$ cat src/rtl/nack_selective_repeat_engine_core_defines.svh
`ifndef NACK_SELECTIVE_REPEAT_ENGINE_CORE_DEFINES_SVH
`define NACK_SELECTIVE_REPEAT_ENGINE_CORE_DEFINES_SVH

// Same-cycle implication, checked outside reset.
`define NSR_ASSERT_IMP(name, ante, cons) \
  name: assert property (@(posedge clk) disable iff (!rst_n) (ante) |-> (cons)) \
    else $error("nsr assertion failed");

// Next-cycle implication, checked outside reset.
`define NSR_ASSERT_NXT(name, ante, cons) \
  name: assert property (@(posedge clk) disable iff (!rst_n) (ante) |=> (cons)) \
    else $error("nsr assertion failed");

`endif

$ cat src/rtl/nsr_pkg.sv
`timescale 1ns / 1ps
`default_nettype none
package nsr_pkg;

  localparam int PEER_COUNT  = 16;
  localparam int WINDOW      = 16;
  localparam int TAG_BITS    = 16;
  localparam int MAX_RESULTS = 16;
  localparam int SEQ_BITS    = 32;
  localparam int PEER_BITS   = $clog2(PEER_COUNT);
  localparam int WIN_BITS    = $clog2(WINDOW);
  localparam int SLOT_BITS   = PEER_BITS + WIN_BITS;
  localparam int SLOTS       = PEER_COUNT * WINDOW;
  localparam int CNT_BITS    = $clog2(MAX_RESULTS + 1);

  // Input modes.
  localparam logic [1:0] MODE_SEND = 2'd0;
  localparam logic [1:0] MODE_DATA = 2'd1;
  localparam logic [1:0] MODE_NACK = 2'd2;
  localparam logic [1:0] MODE_NONE = 2'd3;

  // Result kinds.
  localparam logic [1:0] KIND_DATA  = 2'd0;
  localparam logic [1:0] KIND_NACK  = 2'd1;
  localparam logic [1:0] KIND_DELIV = 2'd2;
  localparam logic [1:0] KIND_DROP  = 2'd3;

  typedef struct packed {
    logic [1:0]           mode;
    logic [PEER_BITS-1:0] peer;
    logic [SEQ_BITS-1:0]  seq_in;
    logic [SEQ_BITS-1:0]  ack_in;
    logic [TAG_BITS-1:0]  tag_in;
  } item_t;

  // Queue head seen by the back end.
  typedef struct packed {
    logic  valid;
    item_t item;
  } qhead_t;

  typedef struct packed {
    logic [1:0]           kind;
    logic [PEER_BITS-1:0] peer_out;
    logic [7:0]           source_out;
    logic [SEQ_BITS-1:0]  seq_out;
    logic [SEQ_BITS-1:0]  ack_out;
    logic [TAG_BITS-1:0]  tag_out;
    logic                 last;
  } res_t;

  typedef struct packed {
    logic [SEQ_BITS-1:0] seq;
    logic [SEQ_BITS-1:0] ack;
    logic [TAG_BITS-1:0] tag;
  } send_ent_t;

endpackage
`default_nettype wire

$ cat src/rtl/nsr_ifs.sv
`timescale 1ns / 1ps
`default_nettype none
// Input word channel.
interface nsr_in_if import nsr_pkg::*; ();
  logic                 valid;
  logic                 ready;
  logic [1:0]           mode;
  logic [PEER_BITS-1:0] peer;
  logic [SEQ_BITS-1:0]  seq_in;
  logic [SEQ_BITS-1:0]  ack_in;
  logic [TAG_BITS-1:0]  tag_in;
  modport source (output valid, mode, peer, seq_in, ack_in, tag_in, input ready);
  modport sink   (input valid, mode, peer, seq_in, ack_in, tag_in, output ready);
endinterface

`default_nettype wire

$ cat src/rtl/nsr_front.sv
`timescale 1ns / 1ps
`default_nettype none
module nsr_front import nsr_pkg::*; (
  input  wire logic clk,
  input  wire logic rst_n,
  nsr_in_if.sink    in_ch,
  output qhead_t    q_head,
  input  wire logic q_pop
);

  item_t      ent_r [2];
  logic       wp_r, rp_r;
  logic [1:0] cnt_r;
  logic       push;
  item_t      in_item;

  // Gather the incoming word; unused mode codes are taken and discarded.
  always_comb begin
    in_item.mode   = in_ch.mode;
    in_item.peer   = in_ch.peer;
    in_item.seq_in = in_ch.seq_in;
    in_item.ack_in = in_ch.ack_in;
    in_item.tag_in = in_ch.tag_in;
  end

  assign in_ch.ready  = (cnt_r != 2'd2);
  assign push         = in_ch.valid && in_ch.ready && (in_ch.mode != MODE_NONE);
  assign q_head.valid = (cnt_r != 2'd0);
  assign q_head.item  = ent_r[rp_r];

  // Two-entry queue pointers.
  always_ff @(posedge clk) begin
    if (!rst_n) begin
      wp_r  <= 1'b0;
      rp_r  <= 1'b0;
      cnt_r <= 2'd0;
    end else begin
      if (push) wp_r <= ~wp_r;
      if (q_pop) rp_r <= ~rp_r;
      cnt_r <= cnt_r + {1'b0, push} - {1'b0, q_pop};
    end
  end

  // Queue payload.
  always_ff @(posedge clk) begin
    if (push) ent_r[wp_r] <= in_item;
  end

endmodule
`default_nettype wire

$ cat src/flat_wrapper.sv
// flat-port wrapper written by rule: the top's interface ports become plain ports
module nsr_front_flat import nsr_pkg::*;
  (clk, rst_n, q_head, q_pop, in_ch_valid, in_ch_mode, in_ch_peer, in_ch_seq_in, in_ch_ack_in, in_ch_tag_in, in_ch_ready);
  nsr_in_if in_ch_i ();
  input  wire logic clk;
  input  wire logic rst_n;
  output qhead_t q_head;
  input  wire logic q_pop;
  input wire logic [$bits(in_ch_i.valid)-1:0] in_ch_valid;
  input wire logic [$bits(in_ch_i.mode)-1:0] in_ch_mode;
  input wire logic [$bits(in_ch_i.peer)-1:0] in_ch_peer;
  input wire logic [$bits(in_ch_i.seq_in)-1:0] in_ch_seq_in;
  input wire logic [$bits(in_ch_i.ack_in)-1:0] in_ch_ack_in;
  input wire logic [$bits(in_ch_i.tag_in)-1:0] in_ch_tag_in;
  output wire logic [$bits(in_ch_i.ready)-1:0] in_ch_ready;
  assign in_ch_i.valid = in_ch_valid;
  assign in_ch_i.mode = in_ch_mode;
  assign in_ch_i.peer = in_ch_peer;
  assign in_ch_i.seq_in = in_ch_seq_in;
  assign in_ch_i.ack_in = in_ch_ack_in;
  assign in_ch_i.tag_in = in_ch_tag_in;
  assign in_ch_ready = in_ch_i.ready;
  nsr_front u_core (.clk(clk), .rst_n(rst_n), .in_ch(in_ch_i), .q_head(q_head), .q_pop(q_pop));
endmodule
$ cat config.mk
export PLATFORM = sky130hd
export DESIGN_NAME = nsr_front_flat
export DESIGN_NICKNAME = d
export VERILOG_FILES = /design/src/rtl/nack_selective_repeat_engine_core_defines.svh /design/src/rtl/nsr_pkg.sv /design/src/rtl/nsr_ifs.sv /design/src/rtl/nsr_front.sv /design/src/flat_wrapper.sv
export SDC_FILE = /design/constraint.sdc
export NUM_CORES = 1
export LEC_CHECK = 0
export ABC_AREA = 1
export BUFFER_PORTS_ARGS = -buffer_cell sky130_fd_sc_hd__buf_2
export CORE_MARGIN = 8
export CORE_UTILIZATION = 35
export CTS_CLUSTER_DIAMETER = 30
export DETAILED_ROUTE_END_ITERATION = 10
export GPL_TIMING_DRIVEN = 0
export PLACE_DENSITY_LB_ADDON = 0.3
export SLEW_MARGIN = 10
export SYNTH_ARGS = -nofsm -noshare
export SYNTH_HDL_FRONTEND = slang
export SYNTH_SLANG_ARGS = --single-unit
$ cat constraint.sdc
create_clock -name clk -period 6.5 [get_ports clk]
set_input_delay 0.325 -clock clk [delete_from_list [all_inputs] [get_ports clk]]
set_output_delay 0.325 -clock clk [all_outputs]
set_load 0.1 [all_outputs]
==> flow_summary.ini <==
[outcome]
outcome = completed

[timing]
fmax_mhz = 462
final_worst_path_setup_slack_ps = 4340
period_minus_slack_ps = 2160
fin_tns_setup_ps = 0
period_share_pct = 33.3
report.final.setup_viol = 0
finClkSkew_ps = 6.63
max_slew.worst_pin.slew_ps = 616
timing.final.hold_violations = 0
rsz0062_at_grt = no
remaining_max_slew_budget_at_the_tightest_pin_pct = 58.8
maxSlewViolCount = 0

[synthesis]
ys_async_sr_fraction_pct = 0
post_synth_inst_count = 299
yosys_most_used_dff = sky130_fd_sc_hd__edfxtp_1
synth_area_leaders = sky130_fd_sc_hd__edfxtp_1 78%, sky130_fd_sc_hd__mux2_4 9.1%, sky130_fd_sc_hd__mux2_2 7.8%
synth_area_mm2 = 0.00663
synth-warning-count = 0
synthesis.nets = 390
synth_enable_flop_cells = 172
synth_top_area_share_pct = 77.9
synth-seq-area-share_pct = 79.4
synthesized_area_divided_by_synthesized_cell_count_um2 = 22.2
post-synth-top-count-cell = sky130_fd_sc_hd__edfxtp_1
synth_area_leader_cell = sky130_fd_sc_hd__edfxtp_1
synth_cell_type_count = 17
yosys_reg_bits = 177
yosys-top-cells-count = 172 x sky130_fd_sc_hd__edfxtp_1, 46 x sky130_fd_sc_hd__mux2_2, 40 x sky130_fd_sc_hd__mux2_4

[clock_network]
htree_levels = 4
cts-root-to-sink-buffers = 2
cts_inserted_buffers = 17
tritoncts = built
latest_clock_arrival_within_the_worst_skew_pair_ps = 410
clk_slew_on_worst_s_h_paths_ps = 70
post_cts_resized = 0
clock_sink_count = 177
post-cts-setup-buffer-count = 0
holdBufCountCts = 0
cts_root_buf = sky130_fd_sc_hd__clkbuf_16

[drt]
vias = 3319
routedWlPerCell_um = 17.4
post_drt_via_cell_ratio = 4.44
first_iter_violations = 105
detail-route-antenna-nets = 0
drc = 0
wl_mm = 13.0
detail_route.first_pass.iterations = 4

[power_and_ir_drop]
final_total_power_uw = 3120
power-per-cell-area_mw_per_mm2 = 365
p_leak_uw = 0.00328
irDropWorstVdd_uv = 174

[critical_path]
criticalPathCategory = reg2out
reg2reg_slack_ps = 4500
timing.critical_path.from_type = flip-flop
worst-endpoint-arrival_ps = 1840
timing.critical_path.slowest_stage_cell = sky130_fd_sc_hd__dfxtp_1
crit_path_max_incr_delay_ps = 330
critPathRequiredTime_ps = 6170
cp_cell_sequence = buf_6 > buf_8 > buf_12 > mux2_4 > buf_2
crit_path_max_fanout = 10
critPathCaptureType = primary output

[global_routing]
largest_net_degree_at_the_start_of_global_routing = 29
first_global_vias = 3811
grt-ovfl-total = 0
globalRouteTotalUtil_pct = 11.1
number_of_antenna_violations_at_the_first_check_in_global_routing = 0
grt_first_pass_wirelength_mm = 20.1

[cells_and_area]
final_layout_size_suffix_gt1_share_pct = 60.4
antenna-diode-count = 0
design.final.nets = 592
synthToLayoutAreaGrowth_pct = 28.9

[flow_run]
cap_violations = 0

[placement]
port_buffers = 177
finalWeightedCongestion = 0.720
post-place-ws_ps = 4370
detail_placement_hpwl_mm = 9.45

[floorplanning]
die_height_um = 154
effective_utilization_at_floorplan_pct = 35.6
dieArea_mm2 = 0.0236
core.rowCount = 50
num_io_pins = 178
core-area_mm2 = 0.0186
die_width_um = 154

[hold_path]
hold_path_class = in2reg
## sequential cells by signal (all words and copies together), names as in the netlist, named ones only
name	cells
u_core.wp_r	1
u_core.cnt_r	2
u_core.ent_r	172
u_core.rp_r	1
## path summary, 6_finish.rpt
check | to | from | cells past startpoint
worst max-delay path | q_head[79] | flip-flop | 5
worst min-delay path | u_core.ent_r[0][33] | in_ch_ack_in[17] | 1
worst max register to register | u_core.ent_r[1][75] | u_core.cnt_r[0] | 6
worst min register to register | flip-flop | u_core.rp_r | 2
## metal layers
metal / part of all wire [%] / vias up / track usage [%]
li1: - / 1573 / -
met1: 40 / 1620 / 12.0
met2: 51 / 113 / 19.0
met3: 7.6 / 13 / 4.68
met4: 1.4 / 0 / 4.48
met5: 0 / - / 0
## cell families after synthesis
logic type                 after synthesis  share of synthesized area, %
and+or+nand+nor                         20                          1.23
DFF                                    177                          79.4
xor gates and xnor gates                 1                         0.132
adders and majority gates                1                         0.189
muxes                                   86                          16.9
buffers and inverters                   13                          2.08
AOI/OAI and AO/OA                        1                        0.0754
## final cells by class
class | instances | area [um2]
Multi-Input combinational cell | 109 | 1240
Sequential cell | 177 | 5270
Clock inverter | 13 | 160
Timing Repair Buffer | 183 | 1020
Inverter | 3 | 11.3
Tap cell | 234 | 293
Clock buffer | 18 | 429
Buffer | 10 | 126
Fill cell | 1645 | 10100
## cell usage in the layout (no fill, tap or decap)
| master | count |
|---|---|
| sky130_fd_sc_hd__a21oi_1 | 1 |
| sky130_fd_sc_hd__buf_12 | 8 |
| sky130_fd_sc_hd__buf_16 | 2 |
| sky130_fd_sc_hd__buf_2 | 181 |
| sky130_fd_sc_hd__buf_6 | 1 |
| sky130_fd_sc_hd__buf_8 | 1 |
| sky130_fd_sc_hd__bufinv_16 | 3 |
| sky130_fd_sc_hd__clkbuf_1 | 1 |
| sky130_fd_sc_hd__clkbuf_16 | 17 |
| sky130_fd_sc_hd__clkinv_1 | 2 |
| sky130_fd_sc_hd__clkinv_2 | 1 |
| sky130_fd_sc_hd__clkinv_4 | 1 |
| sky130_fd_sc_hd__clkinvlp_4 | 3 |
| sky130_fd_sc_hd__dfxtp_1 | 5 |
| sky130_fd_sc_hd__edfxtp_1 | 172 |
| sky130_fd_sc_hd__ha_1 | 1 |
| sky130_fd_sc_hd__inv_1 | 3 |
| sky130_fd_sc_hd__inv_6 | 3 |
| sky130_fd_sc_hd__mux2_2 | 46 |
| sky130_fd_sc_hd__mux2_4 | 40 |
| sky130_fd_sc_hd__nand2_1 | 9 |
| sky130_fd_sc_hd__nand3_1 | 1 |
| sky130_fd_sc_hd__nand4_1 | 1 |
| sky130_fd_sc_hd__nor2_1 | 6 |
| sky130_fd_sc_hd__nor2_4 | 2 |
| sky130_fd_sc_hd__or2_2 | 1 |
| sky130_fd_sc_hd__xnor2_1 | 1 |
## per-stage QoR
stage	std cells	utilization (%)	instance area, um2	hold slack, ps
floorplan	299	-	6630	424
global placement	710	41.9	7810	477
detailed placement	716	42.7	7960	498
CTS	747	45.8	8550	68.8
global route	747	45.8	8550	70.1
finish	747	45.8	8550	94.6
## worst max-delay path: cells and delay by family, from the launching register on
family | cells | cell delay [ps]
buf+inv | 4 | 770
flops | 1 | 330
mux | 1 | 300
## power by group
group	internal, uW	switching, uW	leakage, uW	total (uW)
combinational	159	577	0.00137	736
clock	604	416	0.000278	1020
sequential	1340	18.0	0.00163	1360
total	2110	1010	0.00328	3120
No activity file was read; power rests on OpenSTA's default activity.
